**src/qlbs_pkg.sv**
```systemverilog
// qlbs_pkg: shared constants and types for the queued led blink sequencer
// no dependencies; imported by qlbs_player and the top level
`default_nettype none

package qlbs_pkg;

    // item opcodes
    localparam logic OP_ENQUEUE = 1'b0;
    localparam logic OP_TICK    = 1'b1;

    // fixed field widths
    localparam int BLINK_W  = 16;
    localparam int FIELD_W  = 16;
    localparam int QCOUNT_W = 4;

    // parameter defaults
    localparam int DEF_QUEUE_DEPTH = 8;
    localparam int DEF_TIME_WIDTH  = 16;

    // control from the sequencer to the player
    typedef struct packed {
        logic tick;   // any accepted tick transaction
        logic start;  // tick that takes the head request
        logic fill;   // head request read data is valid
    } qlbs_play_ctl_t;

    // player state after the current transaction
    typedef struct packed {
        logic active;
        logic led;
    } qlbs_play_sts_t;

endpackage

`default_nettype wire

```
**src/qlbs_mem.sv**
```systemverilog
// qlbs_mem: request store, one write port and one registered read port
// depends on nothing outside this file
`default_nettype none

module qlbs_mem #(
    parameter int DEPTH  = 8,
    parameter int DATA_W = 48,
    parameter int ADDR_W = 3
) (
    input  wire logic              aclk,
    input  wire logic              wr_en,
    input  wire logic [ADDR_W-1:0] wr_addr,
    input  wire logic [DATA_W-1:0] wr_data,
    input  wire logic              rd_en,
    input  wire logic [ADDR_W-1:0] rd_addr,
    output logic      [DATA_W-1:0] rd_data
);

    logic [DATA_W-1:0] mem [DEPTH];

    always_ff @(posedge aclk) begin
        if (wr_en) begin
            mem[wr_addr] <= wr_data;
        end
    end

    always_ff @(posedge aclk) begin
        if (rd_en) begin
            rd_data <= mem[rd_addr];
        end
    end

endmodule

`default_nettype wire

```
**src/qlbs_player.sv**
```systemverilog
// qlbs_player: active request, blink and phase counters, led level
// depends on qlbs_pkg; request data comes from qlbs_mem
`default_nettype none

module qlbs_player
    import qlbs_pkg::*;
#(
    parameter int TIME_WIDTH = DEF_TIME_WIDTH,
    parameter int REQ_W      = BLINK_W + 2 * TIME_WIDTH
) (
    input  wire logic           aclk,
    input  wire logic           aresetn,
    input  wire qlbs_play_ctl_t ctl,
    input  wire logic [REQ_W-1:0] req_data,
    output qlbs_play_sts_t      sts_next
);

    logic                  active_reg, active_next;
    logic                  led_reg, led_next;
    logic [BLINK_W-1:0]    blinks_reg;
    logic [TIME_WIDTH-1:0] on_t_reg, off_t_reg;
    logic [BLINK_W-1:0]    done_reg, done_next;
    logic [TIME_WIDTH-1:0] on_el_reg, on_el_next;
    logic [TIME_WIDTH-1:0] off_el_reg, off_el_next;

    always_comb begin
        active_next = active_reg;
        led_next    = led_reg;
        done_next   = done_reg;
        on_el_next  = on_el_reg;
        off_el_next = off_el_reg;
        if (ctl.start) begin
            active_next = 1'b1;
            done_next   = '0;
            on_el_next  = '0;
            off_el_next = '0;
        end else if (ctl.tick && active_reg) begin
            if (done_reg < blinks_reg) begin
                if (on_el_reg < on_t_reg) begin
                    led_next   = 1'b1;
                    on_el_next = on_el_reg + 1'b1;
                end
                // off phase may run in the same tick once on is complete
                if (on_el_next >= on_t_reg && off_el_reg < off_t_reg) begin
                    led_next    = 1'b0;
                    off_el_next = off_el_reg + 1'b1;
                end
                if (off_el_next >= off_t_reg && on_el_next >= on_t_reg) begin
                    done_next   = done_reg + 1'b1;
                    on_el_next  = '0;
                    off_el_next = '0;
                end
            end else begin
                active_next = 1'b0;
            end
        end
    end

    always_ff @(posedge aclk) begin
        if (!aresetn) begin
            active_reg <= 1'b0;
            led_reg    <= 1'b0;
            done_reg   <= '0;
            on_el_reg  <= '0;
            off_el_reg <= '0;
        end else begin
            active_reg <= active_next;
            led_reg    <= led_next;
            done_reg   <= done_next;
            on_el_reg  <= on_el_next;
            off_el_reg <= off_el_next;
        end
    end

    always_ff @(posedge aclk) begin
        if (ctl.fill) begin
            {blinks_reg, on_t_reg, off_t_reg} <= req_data;
        end
    end

    assign sts_next.active = active_next;
    assign sts_next.led    = led_next;

endmodule

`default_nettype wire

```
**src/queued_led_blink_sequencer.sv**
```systemverilog
// queued_led_blink_sequencer: request queue pointers, handshake and result register
// depends on qlbs_pkg, qlbs_mem and qlbs_player
//
//   channel  | ports                                        | direction
//   ---------+----------------------------------------------+----------
//   s_       | s_op, s_blink_count, s_on_ticks, s_off_ticks | in
//   m_       | m_led_level, m_busy_res, m_queue_count,      | out
//            | m_request_dropped                            |
//
// a tick that takes the head request moves the block into a fetch state, in which
// s_ready is low while the request store's registered read port returns that request.
// one result per transaction, held in an output register; outside a fetch,
// a new transaction is taken while that register is empty or being drained
// in the same cycle. reset (aresetn, synchronous) empties the queue, stops
// playback, led off; the store itself is not cleared and needs no clearing pass.
`default_nettype none

module queued_led_blink_sequencer
    import qlbs_pkg::*;
#(
    parameter int QUEUE_DEPTH = DEF_QUEUE_DEPTH,
    parameter int TIME_WIDTH  = DEF_TIME_WIDTH
) (
    input  wire logic                aclk,
    input  wire logic                aresetn,
    input  wire logic                s_valid,
    output logic                     s_ready,
    input  wire logic                s_op,
    input  wire logic [BLINK_W-1:0]  s_blink_count,
    input  wire logic [FIELD_W-1:0]  s_on_ticks,
    input  wire logic [FIELD_W-1:0]  s_off_ticks,
    output logic                     m_valid,
    input  wire logic                m_ready,
    output logic                     m_led_level,
    output logic                     m_busy_res,
    output logic [QCOUNT_W-1:0]      m_queue_count,
    output logic                     m_request_dropped
);

    localparam int AW    = (QUEUE_DEPTH > 1) ? $clog2(QUEUE_DEPTH) : 1;
    localparam int CW    = $clog2(QUEUE_DEPTH + 1);
    localparam int REQ_W = BLINK_W + 2 * TIME_WIDTH;

    localparam logic ST_RUN   = 1'b0;
    localparam logic ST_FETCH = 1'b1;

    logic state_reg, state_next;
    logic [AW-1:0] rd_ptr_reg, rd_ptr_next;
    logic [AW-1:0] wr_ptr_reg, wr_ptr_next;
    logic [CW-1:0] cnt_reg, cnt_next;

    logic                m_valid_reg;
    logic                m_led_reg;
    logic                m_busy_reg;
    logic [QCOUNT_W-1:0] m_qcount_reg;
    logic                m_drop_reg;

    logic accept, is_enq, is_tick, full, take, store;
    logic [TIME_WIDTH+FIELD_W-1:0] on_ext, off_ext;
    logic [REQ_W-1:0]              wr_data, rd_data;
    logic [CW+QCOUNT_W-1:0]        cnt_ext;
    qlbs_play_ctl_t ctl;
    qlbs_play_sts_t sts_next;
    logic player_active_reg;

    assign s_ready = (state_reg == ST_RUN) && (!m_valid_reg || m_ready);
    assign accept  = s_valid && s_ready;
    assign is_enq  = accept && (s_op == OP_ENQUEUE);
    assign is_tick = accept && (s_op == OP_TICK);
    assign full    = (cnt_reg >= CW'(QUEUE_DEPTH));
    assign store   = is_enq && !full;
    // idle tick with a waiting request dequeues it
    assign take    = is_tick && !player_active_reg && (cnt_reg != '0);

    // time fields masked to TIME_WIDTH bits
    assign on_ext  = {{TIME_WIDTH{1'b0}}, s_on_ticks};
    assign off_ext = {{TIME_WIDTH{1'b0}}, s_off_ticks};
    assign wr_data = {s_blink_count, on_ext[TIME_WIDTH-1:0], off_ext[TIME_WIDTH-1:0]};

    always_comb begin
        rd_ptr_next = rd_ptr_reg;
        wr_ptr_next = wr_ptr_reg;
        cnt_next    = cnt_reg;
        state_next  = state_reg;
        if (store) begin
            wr_ptr_next = (wr_ptr_reg == AW'(QUEUE_DEPTH - 1)) ? '0 : wr_ptr_reg + 1'b1;
            cnt_next    = cnt_reg + 1'b1;
        end
        if (take) begin
            rd_ptr_next = (rd_ptr_reg == AW'(QUEUE_DEPTH - 1)) ? '0 : rd_ptr_reg + 1'b1;
            cnt_next    = cnt_reg - 1'b1;
        end
        unique case (state_reg)
            ST_RUN:   if (take) begin
                state_next = ST_FETCH;
            end
            ST_FETCH: state_next = ST_RUN;
            default:  state_next = ST_RUN;
        endcase
    end

    assign ctl.tick  = is_tick;
    assign ctl.start = take;
    assign ctl.fill  = (state_reg == ST_FETCH);

    assign cnt_ext = {{QCOUNT_W{1'b0}}, cnt_next};

    always_ff @(posedge aclk) begin
        if (!aresetn) begin
            state_reg         <= ST_RUN;
            rd_ptr_reg        <= '0;
            wr_ptr_reg        <= '0;
            cnt_reg           <= '0;
            m_valid_reg       <= 1'b0;
            player_active_reg <= 1'b0;
        end else begin
            state_reg  <= state_next;
            rd_ptr_reg <= rd_ptr_next;
            wr_ptr_reg <= wr_ptr_next;
            cnt_reg    <= cnt_next;
            if (accept) begin
                m_valid_reg       <= 1'b1;
                player_active_reg <= sts_next.active;
            end else if (m_ready) begin
                m_valid_reg <= 1'b0;
            end
        end
    end

    // result payload loads with the transaction
    always_ff @(posedge aclk) begin
        if (accept) begin
            m_led_reg    <= sts_next.led;
            m_busy_reg   <= sts_next.active;
            m_qcount_reg <= cnt_ext[QCOUNT_W-1:0];
            m_drop_reg   <= is_enq && full;
        end
    end

    qlbs_mem #(
        .DEPTH  (QUEUE_DEPTH),
        .DATA_W (REQ_W),
        .ADDR_W (AW)
    ) u_mem (
        .aclk    (aclk),
        .wr_en   (store),
        .wr_addr (wr_ptr_reg),
        .wr_data (wr_data),
        .rd_en   (take),
        .rd_addr (rd_ptr_reg),
        .rd_data (rd_data)
    );

    qlbs_player #(
        .TIME_WIDTH (TIME_WIDTH),
        .REQ_W      (REQ_W)
    ) u_player (
        .aclk     (aclk),
        .aresetn  (aresetn),
        .ctl      (ctl),
        .req_data (rd_data),
        .sts_next (sts_next)
    );

    assign m_valid           = m_valid_reg;
    assign m_led_level       = m_led_reg;
    assign m_busy_res        = m_busy_reg;
    assign m_queue_count     = m_qcount_reg;
    assign m_request_dropped = m_drop_reg;

endmodule

`default_nettype wire

```
**config.mk**
```make
export PLATFORM = sky130hd
export DESIGN_NAME = queued_led_blink_sequencer
export DESIGN_NICKNAME = d
export VERILOG_FILES = /design/src/qlbs_pkg.sv /design/src/qlbs_mem.sv /design/src/qlbs_player.sv /design/src/queued_led_blink_sequencer.sv
export SDC_FILE = /design/constraint.sdc
export NUM_CORES = 1
export LEC_CHECK = 0
export BUFFER_PORTS_ARGS = -buffer_cell sky130_fd_sc_hd__buf_2
export CORE_ASPECT_RATIO = 1.5
export CORE_MARGIN = 8
export CORE_UTILIZATION = 25
export CTS_CLUSTER_SIZE = 24
export DETAILED_ROUTE_END_ITERATION = 8
export SYNTH_ARGS = -nofsm -noshare
export SYNTH_HDL_FRONTEND = slang
export SYNTH_SLANG_ARGS = --single-unit
```
**constraint.sdc**
```tcl
create_clock -name aclk -period 8.4 [get_ports aclk]
set_input_delay 0.84 -clock aclk [delete_from_list [all_inputs] [get_ports aclk]]
set_output_delay 0.84 -clock aclk [all_outputs]
set_load 0.005 [all_outputs]
```
==> summary.txt, run 1 <==
GRT
  • First-pass GRT wire length: around 77,000 um
  • Remaining global-route overflow: 0
  • Pin count of the biggest net entering global routing: 57
  • Total Routing Usage GR: 9.63%
  • Initial antenna violation count: 9
  • Vias in the first global route: approximately 13k

Layout
  • Share of layout cells above drive strength 1: 22.1%
  • Fin util: about 29%
  • Max reg flops: 384
  • Final net count: 1,568
  • Area growth, synth to finish: 15.0%
  • Reg with most FFs: u_mem.mem
  • Largest regs: u_mem.mem: 384 flops, u_mem.rd_data: 48 flops

Power
  • Worst VDD drop: around 0.15 mV
  • Cell Pwr Density: 212 mW/mm^2
  • Pleak: 0.00861 uW

Drt
  • 1st-iter DRT viols: 833
  • WL final: between 50,000 and 60,000 um
  • TritonRoute pass-1 iters: 5
  • WL/cell: 19.0 um
  • Final antenna-violating net count: 0
  • Via/cell ratio: 4.57
  • Via count: 12.1k
  • Detailed-route DRC error count: 0

Yosys
  • Yosys cell types: 61
  • Ys async rst share: 0%
  • Cell with the most instances after synthesis: edfxtp_1
  • Warnings, synthesis: 0
  • Yosys reg bits: 550
  • Share of the synthesized area in the top cell type: 64.0%
  • Post-synth EDFFs: roughly 490
  • Register area share after synthesis: 69.5%
  • Cell Area, Synth: 0.0229 sq mm
  • Yosys top cell by area: edfxtp_1
  • Post-synthesis net count: 1,483
  • Avg Cell Area, Syn: 17.0 sq um
  • Post-synth top cells: edfxtp_1 (487), mux4_2 (96), ha_1 (86)
  • Most used DFF post-synth: edfxtp_1
  • Area contributors post-synth: edfxtp_1 (64%), mux4_2 (9.5%), dfxtp_1 (5.5%)
  • Synthesized instance count: between 1k and 1.5k

CTS
  • Post-CTS Hold Buffers: 0
  • CTS buffer count: 48
  • H-Tree Depth: 2
  • CTS tree: done
  • Post-CTS Setup Bufs: 0
  • Clock transition at path regs: approximately 0.080 ns
  • Buffer depth of the longest clock path: 3
  • CTS Sinks: 550
  • Clock Latency Late Sink: 0.58 ns
  • CTS root buf: clkbuf_16
  • Cts repair resizes: 0

Die
  • Die width: approximately 260 um
  • Die H: 386 um
  • Die ar.: between 0.1 and 0.15 sq mm
  • # IOs: 62
  • Std-Cell Rows: 136
  • Total core area: 0.0912 sq mm
  • Starting Density: between 20 and 30%

Setup path
  • Crit start category: flop
  • CP max stage delay: 0.62 ns
  • CP endpoint kind: flop
  • CP arrival: 8.26 ns
  • Crit-path slowest cell: a2111oi_4
  • Crit Path Class: reg -> reg
  • Max Fanout on Critical Path: 22
  • Req. time, crit path: 8.91 ns

Timing
  • Final Max Slew Viols: 0
  • Slew HR: 28.8%
  • Hold violation count in the final report: 0
  • Tmin final: 7.75 ns
  • Slew @ Worst Pin: approximately 1.1 ns
  • Aggregate negative setup slack: 0 ns
  • Worst Setup Slack, final: 0.654 ns
  • RSZ-0062 raised after global routing: false
  • Period utilization: 92.2%
  • Clock skew: between 0.02 and 0.025 ns
  • Fmax: 129 MHz
  • Setup Viol. Count Final: 0

Placed design
  • Port Buf Inserts: 61
  • Place WS: between 0.8 and 0.9 ns
  • Placer Congestion: 0.817
  • DP Wirelength: about 30,000 um

Hold path
  • Hold crit path type: reg -> reg

Flow run
  • Max cap viols: 0

Outcome
  • Outcome: complete, no violations
metrics by stage:
stage,std cells,instance area [sq um],total power (uW),hold WS (ns)
after CTS,2640,26300,5660,0.412
after global routing,2641,26300,5770,0.422
after detailed placement,2552,24700,3380,0.405
after global placement,2552,24700,3370,0.406
after floorplan,1344,22900,3280,0.400
final,2641,26300,5580,0.414
cell families after synthesis:
logic type                 after synthesis  synth area share, %
buffers and inverters                  111                 1.83
xor gates and xnor gates                32                 1.26
muxes                                  147                 12.0
and+or+nand+nor                        244                 5.89
adders and majority gates               86                 4.71
DFF                                    550                 69.5
AOI/OAI and AO/OA                      174                 4.86
area by class of cell:
| cell class | instances | area, sq um |
|---|---|---|
| inverter | 60 | 225 |
| multi-input combinational | 683 | 6610 |
| sequential | 550 | 15900 |
| tap | 1173 | 1470 |
| clock buffer | 56 | 1270 |
| antenna | 1 | 2.50 |
| clock inverter | 32 | 325 |
| timing repair buffer | 86 | 493 |
| fill | 8989 | 64900 |
worst paths after layout:
| kind | startpoint | end | slack, ns | cells past startpoint |
|---|---|---|---|---|
| min | u_mem.rd_data[5] | u_player.off_t_reg[5] | 0.41 | 0 |
| max reg2reg | u_player.on_t_reg[14] | u_player.off_el_reg[5] | 0.65 | 26 |
| max | u_player.on_t_reg[14] | u_player.off_el_reg[5] | 0.65 | 26 |
| min reg2reg | u_mem.rd_data[5] | u_player.off_t_reg[5] | 0.41 | 0 |
layer usage:
layer  GRT usage [%]  routed length, um
met5               0                 51
met4            4.86               2360
met3            1.19               1480
met2            18.1              26600
met1            10.6              19600
where the power goes:
part	internal [uW]	leakage, uW	switching [uW]
Clock	1270	0.000785	996
Combinational	110	0.00291	143
Sequential	3040	0.00491	26.4
critical path, delay by kind of cell (launching register included):
kind / cells / cell delay, ns
and+or+nand+nor: 13 / 3.65
AOI/OAI and AO/OA: 5 / 1.75
adders and majority gates: 3 / 0.87
buffers and inverters: 3 / 0.68
DFF: 1 / 0.38
xor gates and xnor gates: 2 / 0.33
cells in the final DEF, fill, tap and decap left out, types with 7 or more instances in the layout:
cell type | synthesis | routed
a211oi_1 | 7 | 7
a21oi_1 | 56 | 56
a31oi_1 | 26 | 26
and2_1 | 14 | 14
and3_1 | 16 | 16
buf_2 | 1 | 61
buf_4 | 0 | 25
clkbuf_16 | 0 | 48
clkinv_1 | 1 | 10
clkinv_2 | 0 | 10
dfxtp_1 | 63 | 59
edfxtp_1 | 487 | 487
ha_1 | 86 | 86
inv_1 | 59 | 59
mux2_2 | 48 | 48
mux4_2 | 96 | 96
nand2_1 | 65 | 65
nand2b_1 | 10 | 10
nand3_1 | 24 | 24
nand4_1 | 28 | 28
nor2_1 | 19 | 17
nor3_1 | 14 | 10
o21ai_0 | 25 | 25
o31ai_1 | 13 | 13
or3_1 | 10 | 10
or4_1 | 12 | 12
xnor2_1 | 24 | 24
xor2_1 | 7 | 7
(Power assumes the default switching activity.)
==> run 2: changes to the inputs <==
Settings changed: CORE_MARGIN 8 to 2, CORE_UTILIZATION 25 to 45, CTS_BUF_LIST set to sky130_fd_sc_hd__clkbuf_4.
==> run 2 against run 1 <==
  * Non-clock buffer count decreased by 6
  * Sequential power is essentially flat
  * Sequential share of layout area rose by 1.3 points
  * Critical path depth fell by 1
  * First-iteration DRC count is 5.0% lower
  * Final area decreased by 2.1%
  * Flip-flop and latch count unchanged
  * Clock power fell by 2%
  * Utilization up 22 points
  * Combinational power fell by 2%
  * Via count rose by 4.1%
==> summary.txt, run 2 (synthesis results as in run 1) <==
Outcome
  • Outcome: complete, no violations

GRT
  • Total Routing Usage GR: 18.7%
  • Remaining global-route overflow: 0
  • Vias in the first global route: 13.4k
  • First-pass GRT wire length: 74,500 um
  • Initial antenna violation count: 5
  • Pin count of the biggest net entering global routing: 59

Timing
  • Hold violation count in the final report: 0
  • Slew @ Worst Pin: 1.06 ns
  • Final Max Slew Viols: 0
  • Clock skew: 0.0548 ns
  • Slew HR: 29.3%
  • Tmin final: 7.53 ns
  • Aggregate negative setup slack: 0 ns
  • Fmax: 133 MHz
  • Setup Viol. Count Final: 0
  • RSZ-0062 raised after global routing: false
  • Period utilization: approximately nine tenths

Drt
  • Detailed-route DRC error count: 0
  • 1st-iter DRT viols: around 800
  • Post-Route M1 WL: 19,000 um
  • Highest routed layer: met5
  • Via/cell ratio: 5.53
  • WL final: 47,800 um
  • Final antenna-violating net count: 0
  • Via count: 12.6k
  • TritonRoute pass-1 iters: 8
  • Routed met2 length: between 20,000 and 25,000 um
  • Routed wl met3: about 1800 um
  • WL/cell: 21.0 um

Die
  • Std-Cell Rows: 101
  • # IOs: 62
  • Die width: between 150 and 200 um
  • Die H: 280 um
  • Die ar.: 0.0526 sq mm
  • Starting Density: 45.3%
  • Total core area: just over 0.05 sq mm

Power
  • Clock network power share: between 40% and 50%
  • Psw: 1190 uW
  • Int Pwr: 4350 uW
  • Register share of total power: a little under three fifths
  • Pleak: a little under 0.009 uW
  • Switching share of power: 21.5%
  • Worst VDD drop: ~0.11 mV
  • Comb power frac: 4.5%
  • Cell Pwr Density: 215 mW/mm^2

Layout
  • Largest regs: u_mem.mem: 384 flops, u_mem.rd_data: 48 flops
  • Share of layout cells above drive strength 1: 28.1%
  • Final Cell Area: around 0.026 sq mm
  • Reg with most FFs: u_mem.mem
  • Area of the multi-input gates: 0.00661 sq mm
  • Area growth, synth to finish: 12.7%
  • Final net count: 1,644
  • FF/Latch Area: 0.0159 sq mm
  • Filler cells: ~4.3k
  • Commonest non-fill, non-tap cells in the layout: edfxtp_1 (487), clkbuf_4 (191), mux4_2 (96), ha_1 (86), nand2_1 (65)
  • Max reg flops: 384
  • Commonest non-fill, non-tap cell in the layout: edfxtp_1

Setup path
  • Crit start category: flop
  • Crit-path most repeated cell: ha_1
  • R2R depth: 25
  • CP max stage delay: 0.51 ns
  • Crit-path slowest cell: or4b_1
  • CP endpoint kind: flop
  • Largest delay share family, worst path: simple AND/OR/NAND/NOR gates
  • CP arrival: 8.33 ns
  • Worst path depth: 25
  • Crit Path Class: reg -> reg
  • Max Fanout on Critical Path: 23
  • Buf/Inv on CP: 2
  • Req. time, crit path: 9.20 ns

Hold path
  • Hold depth: 1
  • Hold crit path type: in -> reg

CTS
  • Post-CTS Setup Bufs: 0
  • H-Tree Depth: 4
  • Clock Latency Late Sink: around 0.87 ns
  • CTS Sinks: 550
  • Clock transition at path regs: 0.07 ns
  • CTS root buf: clkbuf_4
  • Cts repair resizes: 0
  • Post-CTS Hold Buffers: 0
  • CTS buffer count: 130
  • Buffer depth of the longest clock path: 3
  • CTS tree: done

Placed design
  • DP Area: 0.0240 sq mm
  • Placer Congestion: 0.865
  • Port Buf Inserts: slightly above 60
  • DP Wirelength: 26,400 um

Flow run
  • Max cap viols: 0
[run 2: cell count changes in the layout (fill, tap and decap cells not counted), sizes merged]
cell | before | now
clkinv | 22 | 29
clkinvlp | 2 | 1
clkbuf | 56 | 191
inv | 62 | 67
bufinv | 6 | 5
buf | 86 | 80
[run 2: metal layers]
metal | track usage [%] | up-vias
li1 | - | 5803
met3 | 3.61 | 122
met2 | 32.6 | 309
met1 | 21.7 | 6340
met5 | 0 | -
met4 | 10.5 | 8
[run 2: path summary, 6_finish.rpt]
kind | startpoint | to | slack [ns]
worst min-delay path | s_off_ticks[15] | u_mem.mem[5][15] | 0.25
worst min register to register | u_mem.rd_data[38] | u_player.blinks_reg[6] | 0.41
worst max register to register | u_player.on_el_reg[13] | u_player.off_el_reg[5] | 0.87
worst max-delay path | u_player.on_el_reg[13] | u_player.off_el_reg[5] | 0.87
[run 2: power groups by stage]
stage	sequential, uW	clock, uW	combinational, uW
after floorplan	3110	0	163
after global placement	3120	0	250
after detailed placement	3120	0	255
after CTS	3060	2310	256
after global routing	3060	2430	275
final	3060	2230	249
[run 2: metrics by stage]
| step | worst slack, ns | util, % | hold slack [ns] | power (uW) | cells |
|---|---|---|---|---|---|
| after global routing | 0.279 | 51.1 | 0.202 | 5770 | 2276 |
| after floorplan | 1.42 | - | 0.400 | 3280 | 1344 |
| after global placement | 1.19 | 47.6 | 0.402 | 3370 | 2042 |
| after CTS | 0.944 | 51.1 | 0.158 | 5620 | 2275 |
| final | 0.869 | 51.1 | 0.251 | 5530 | 2276 |
| after detailed placement | 0.978 | 47.6 | 0.405 | 3370 | 2042 |
[run 2: cell type report]
class                      instances  area share, %
timing repair buffer              80           1.74
antenna                            1        0.00972
inverter                          60          0.875
clock inverter                    42           1.16
clock buffer                     191           5.57
multi-input combinational        683           25.7
sequential                       550           61.7
tap                              669           3.25
==> run 3: changes to the inputs <==
Clock period 8.4 ns to 8.65 ns, I/O delays scaled along.
==> run 3 against run 2 <==
  * Final area fell by 0.32%
  * Flip-flop and latch count is the same
  * Total power down 5.3%
  * Sequential power fell by 3%
  * Count of clock-buffer cells in the layout shrank 15
  * First-iteration DRC count rose by 0.38%
  * Non-clock buffer count increased by 3
  * Die area unchanged
  * Maximum frequency decreased by 3.8%
  * Critical endpoint unchanged
  * Largest power group unchanged
  * Highest routed layer unchanged
==> summary.txt, run 3 (synthesis results as in run 1) <==
Outcome
  • Outcome: complete, no violations

Power
  • Cell Pwr Density: just over 200 mW/mm^2
  • Pleak: between 0.008 and 0.009 uW
  • Worst VDD drop: 0.0935 mV
  • Switching share of power: 22.7%
  • Register share of total power: 56.7%
  • Comb power frac: 4.6%
  • Int Pwr: 4050 uW
  • Clock network power share: between 30% and 40%
  • Psw: 1190 uW

GRT
  • Initial antenna violation count: 5
  • Total Routing Usage GR: between 10% and 20%
  • First-pass GRT wire length: 74,300 um
  • Vias in the first global route: 13.2k
  • Pin count of the biggest net entering global routing: 52
  • Remaining global-route overflow: 0

Placed design
  • Placer Congestion: 0.862
  • Place WS: 0.920 ns
  • DP Wirelength: 26,800 um
  • Port Buf Inserts: 61

Hold path
  • WHS Endpoint: u_mem.mem[0][34]
  • Hold depth: 1
  • Hold_sp: s_blink_count[2]
  • Hold crit path type: in -> reg

Timing
  • RSZ-0062 raised after global routing: false
  • Tmin final: 7.83 ns
  • Fmax: 128 MHz
  • Period utilization: 90.6%
  • Clock skew: ~0.058 ns
  • Slew @ Worst Pin: 1.17 ns
  • Worst Setup Slack, final: ~0.82 ns
  • Final Max Slew Viols: 0
  • Slew HR: 22.3%
  • Hold violation count in the final report: 0
  • Aggregate negative setup slack: 0 ns
  • Setup Viol. Count Final: 0

Die
  • # IOs: 62
  • Die H: 280 um
  • Total core area: 0.0504 sq mm
  • Std-Cell Rows: 101
  • Starting Density: 45.3%
  • Die ar.: about 0.053 sq mm
  • Die width: 188 um

Drt
  • Detailed-route DRC error count: 0
  • 1st-iter DRT viols: 794
  • Via count: 12.6k
  • Via/cell ratio: ~5.5
  • WL/cell: roughly 21 um
  • Final antenna-violating net count: 0
  • WL final: between 40,000 and 50,000 um
  • TritonRoute pass-1 iters: 6

Setup path
  • Worst setup startpoint: u_player.on_el_reg[13]
  • Worst R2R End: u_player.off_el_reg[5]
  • R2R depth: 24
  • CP arrival: 8.59 ns
  • Req. time, crit path: 9.41 ns
  • Crit start category: flop
  • Reg2Reg Setup Slack: slightly above 0.8 ns
  • Crit Path Class: reg -> reg
  • Max Fanout on Critical Path: 16
  • CP endpoint kind: flop
  • Worst R2R Start: u_player.on_el_reg[13]

CTS
  • Post-CTS Setup Bufs: 0
  • H-Tree Depth: 4
  • CTS tree: done
  • Clock transition at path regs: 0.06 ns
  • Buffer depth of the longest clock path: 3
  • Clock Latency Late Sink: 0.84 ns
  • CTS root buf: clkbuf_4
  • CTS Sinks: 550
  • Cts repair resizes: 0
  • Post-CTS Hold Buffers: 0
  • CTS buffer count: 132

Layout
  • Largest regs: u_mem.mem: 384 flops, u_mem.rd_data: 48 flops
  • Commonest non-fill, non-tap cells in the layout: edfxtp_1 (487), clkbuf_4 (176), mux4_2 (96), ha_1 (86), nand2_1 (65)
  • Area growth, synth to finish: 12.3%
  • Reg with most FFs: u_mem.mem
  • Final net count: 1,649
  • Share of layout cells above drive strength 1: 27.5%
  • Max reg flops: 384
  • Commonest non-fill, non-tap cell in the layout: edfxtp_1

Flow run
  • Max cap viols: 0
## run 3: cell types whose count changed in the layout (fill, tap and decap cells not counted), sizes merged
cell,delta
clkbuf,-15
clkinv,+12
bufinv,-4
clkinvlp,+4
buf,+3
inv,+2
diode,+1
## run 3: worst max-delay path, stage by stage (launching register included)
cell	delay [ns]
dfxtp_1	0.44
ha_1	0.28
nand4_1	0.22
nor3_1	0.10
a311o_1	0.41
or3_1	0.48
nor4_1	0.50
xor2_1	0.13
ha_1	0.34
nand4_1	0.11
nor3_1	0.26
or4b_1	0.50
a32oi_1	0.55
buf_4	0.32
nand4_1	0.16
xnor2_1	0.19
ha_1	0.29
a211oi_1	0.23
nor2_1	0.07
or3_1	0.35
a211o_1	0.37
a2111oi_4	0.71
buf_4	0.25
or4b_1	0.43
nand3_1	0.09
## run 3: power by group through the flow
stage | Sequential [uW] | Combinational [uW] | Clock (uW)
after detailed placement | 3030 | 248 | 0
after CTS | 2970 | 250 | 2100
after floorplan | 3020 | 158 | 0
final | 2970 | 243 | 2030
after global placement | 3030 | 243 | 0
after global routing | 2970 | 269 | 2220
## run 3: area by class of cell
cell class / instances / area, sq um
Timing Repair Buffer: 83 / 470
Fill cell: 4225 / 24800
Tap cell: 669 / 837
Clock inverter: 56 / 304
Antenna cell: 2 / 5.00
Clock buffer: 176 / 1320
Sequential cell: 550 / 15900
Inverter: 60 / 225
Multi-Input combinational cell: 683 / 6610
## run 3: stage by stage
stage / hold slack, ns / std cells / total power [uW] / area, sq um / utilization [%]
2_1_floorplan: 0.400 / 1344 / 3180 / 22900 / -
3_3_place_gp: 0.403 / 2045 / 3270 / 24000 / 47.7
3_5_place_dp: 0.405 / 2045 / 3280 / 24000 / 47.7
4_1_cts: 0.192 / 2277 / 5320 / 25700 / 50.9
5_1_grt: 0.238 / 2279 / 5460 / 25700 / 50.9
6_report: 0.275 / 2279 / 5240 / 25700 / 50.9
## run 3: worst max-delay path by stage
stage | endpoint | slack (ns) | cells past startpoint
after floorplan | u_mem.mem[0][0] | 1.67 | 5
after CTS | u_player.off_el_reg[5] | 0.89 | 25
after detailed placement | u_player.off_el_reg[5] | 0.92 | 24
after global routing | u_player.off_el_reg[5] | 0.29 | 25
after global placement | u_player.off_el_reg[5] | 1.06 | 24
final | u_player.off_el_reg[5] | 0.82 | 24
## run 3: metal layers
| metal | global-route usage (%) | part of all wire, % | vias to the layer above |
|---|---|---|---|
| li1 | - | - | 5802 |
| met1 | 21.8 | 40 | 6336 |
| met2 | 32.3 | 51 | 336 |
| met3 | 4.02 | 4.3 | 122 |
| met4 | 10.5 | 4.3 | 6 |
| met5 | 0 | 0.070 | - |
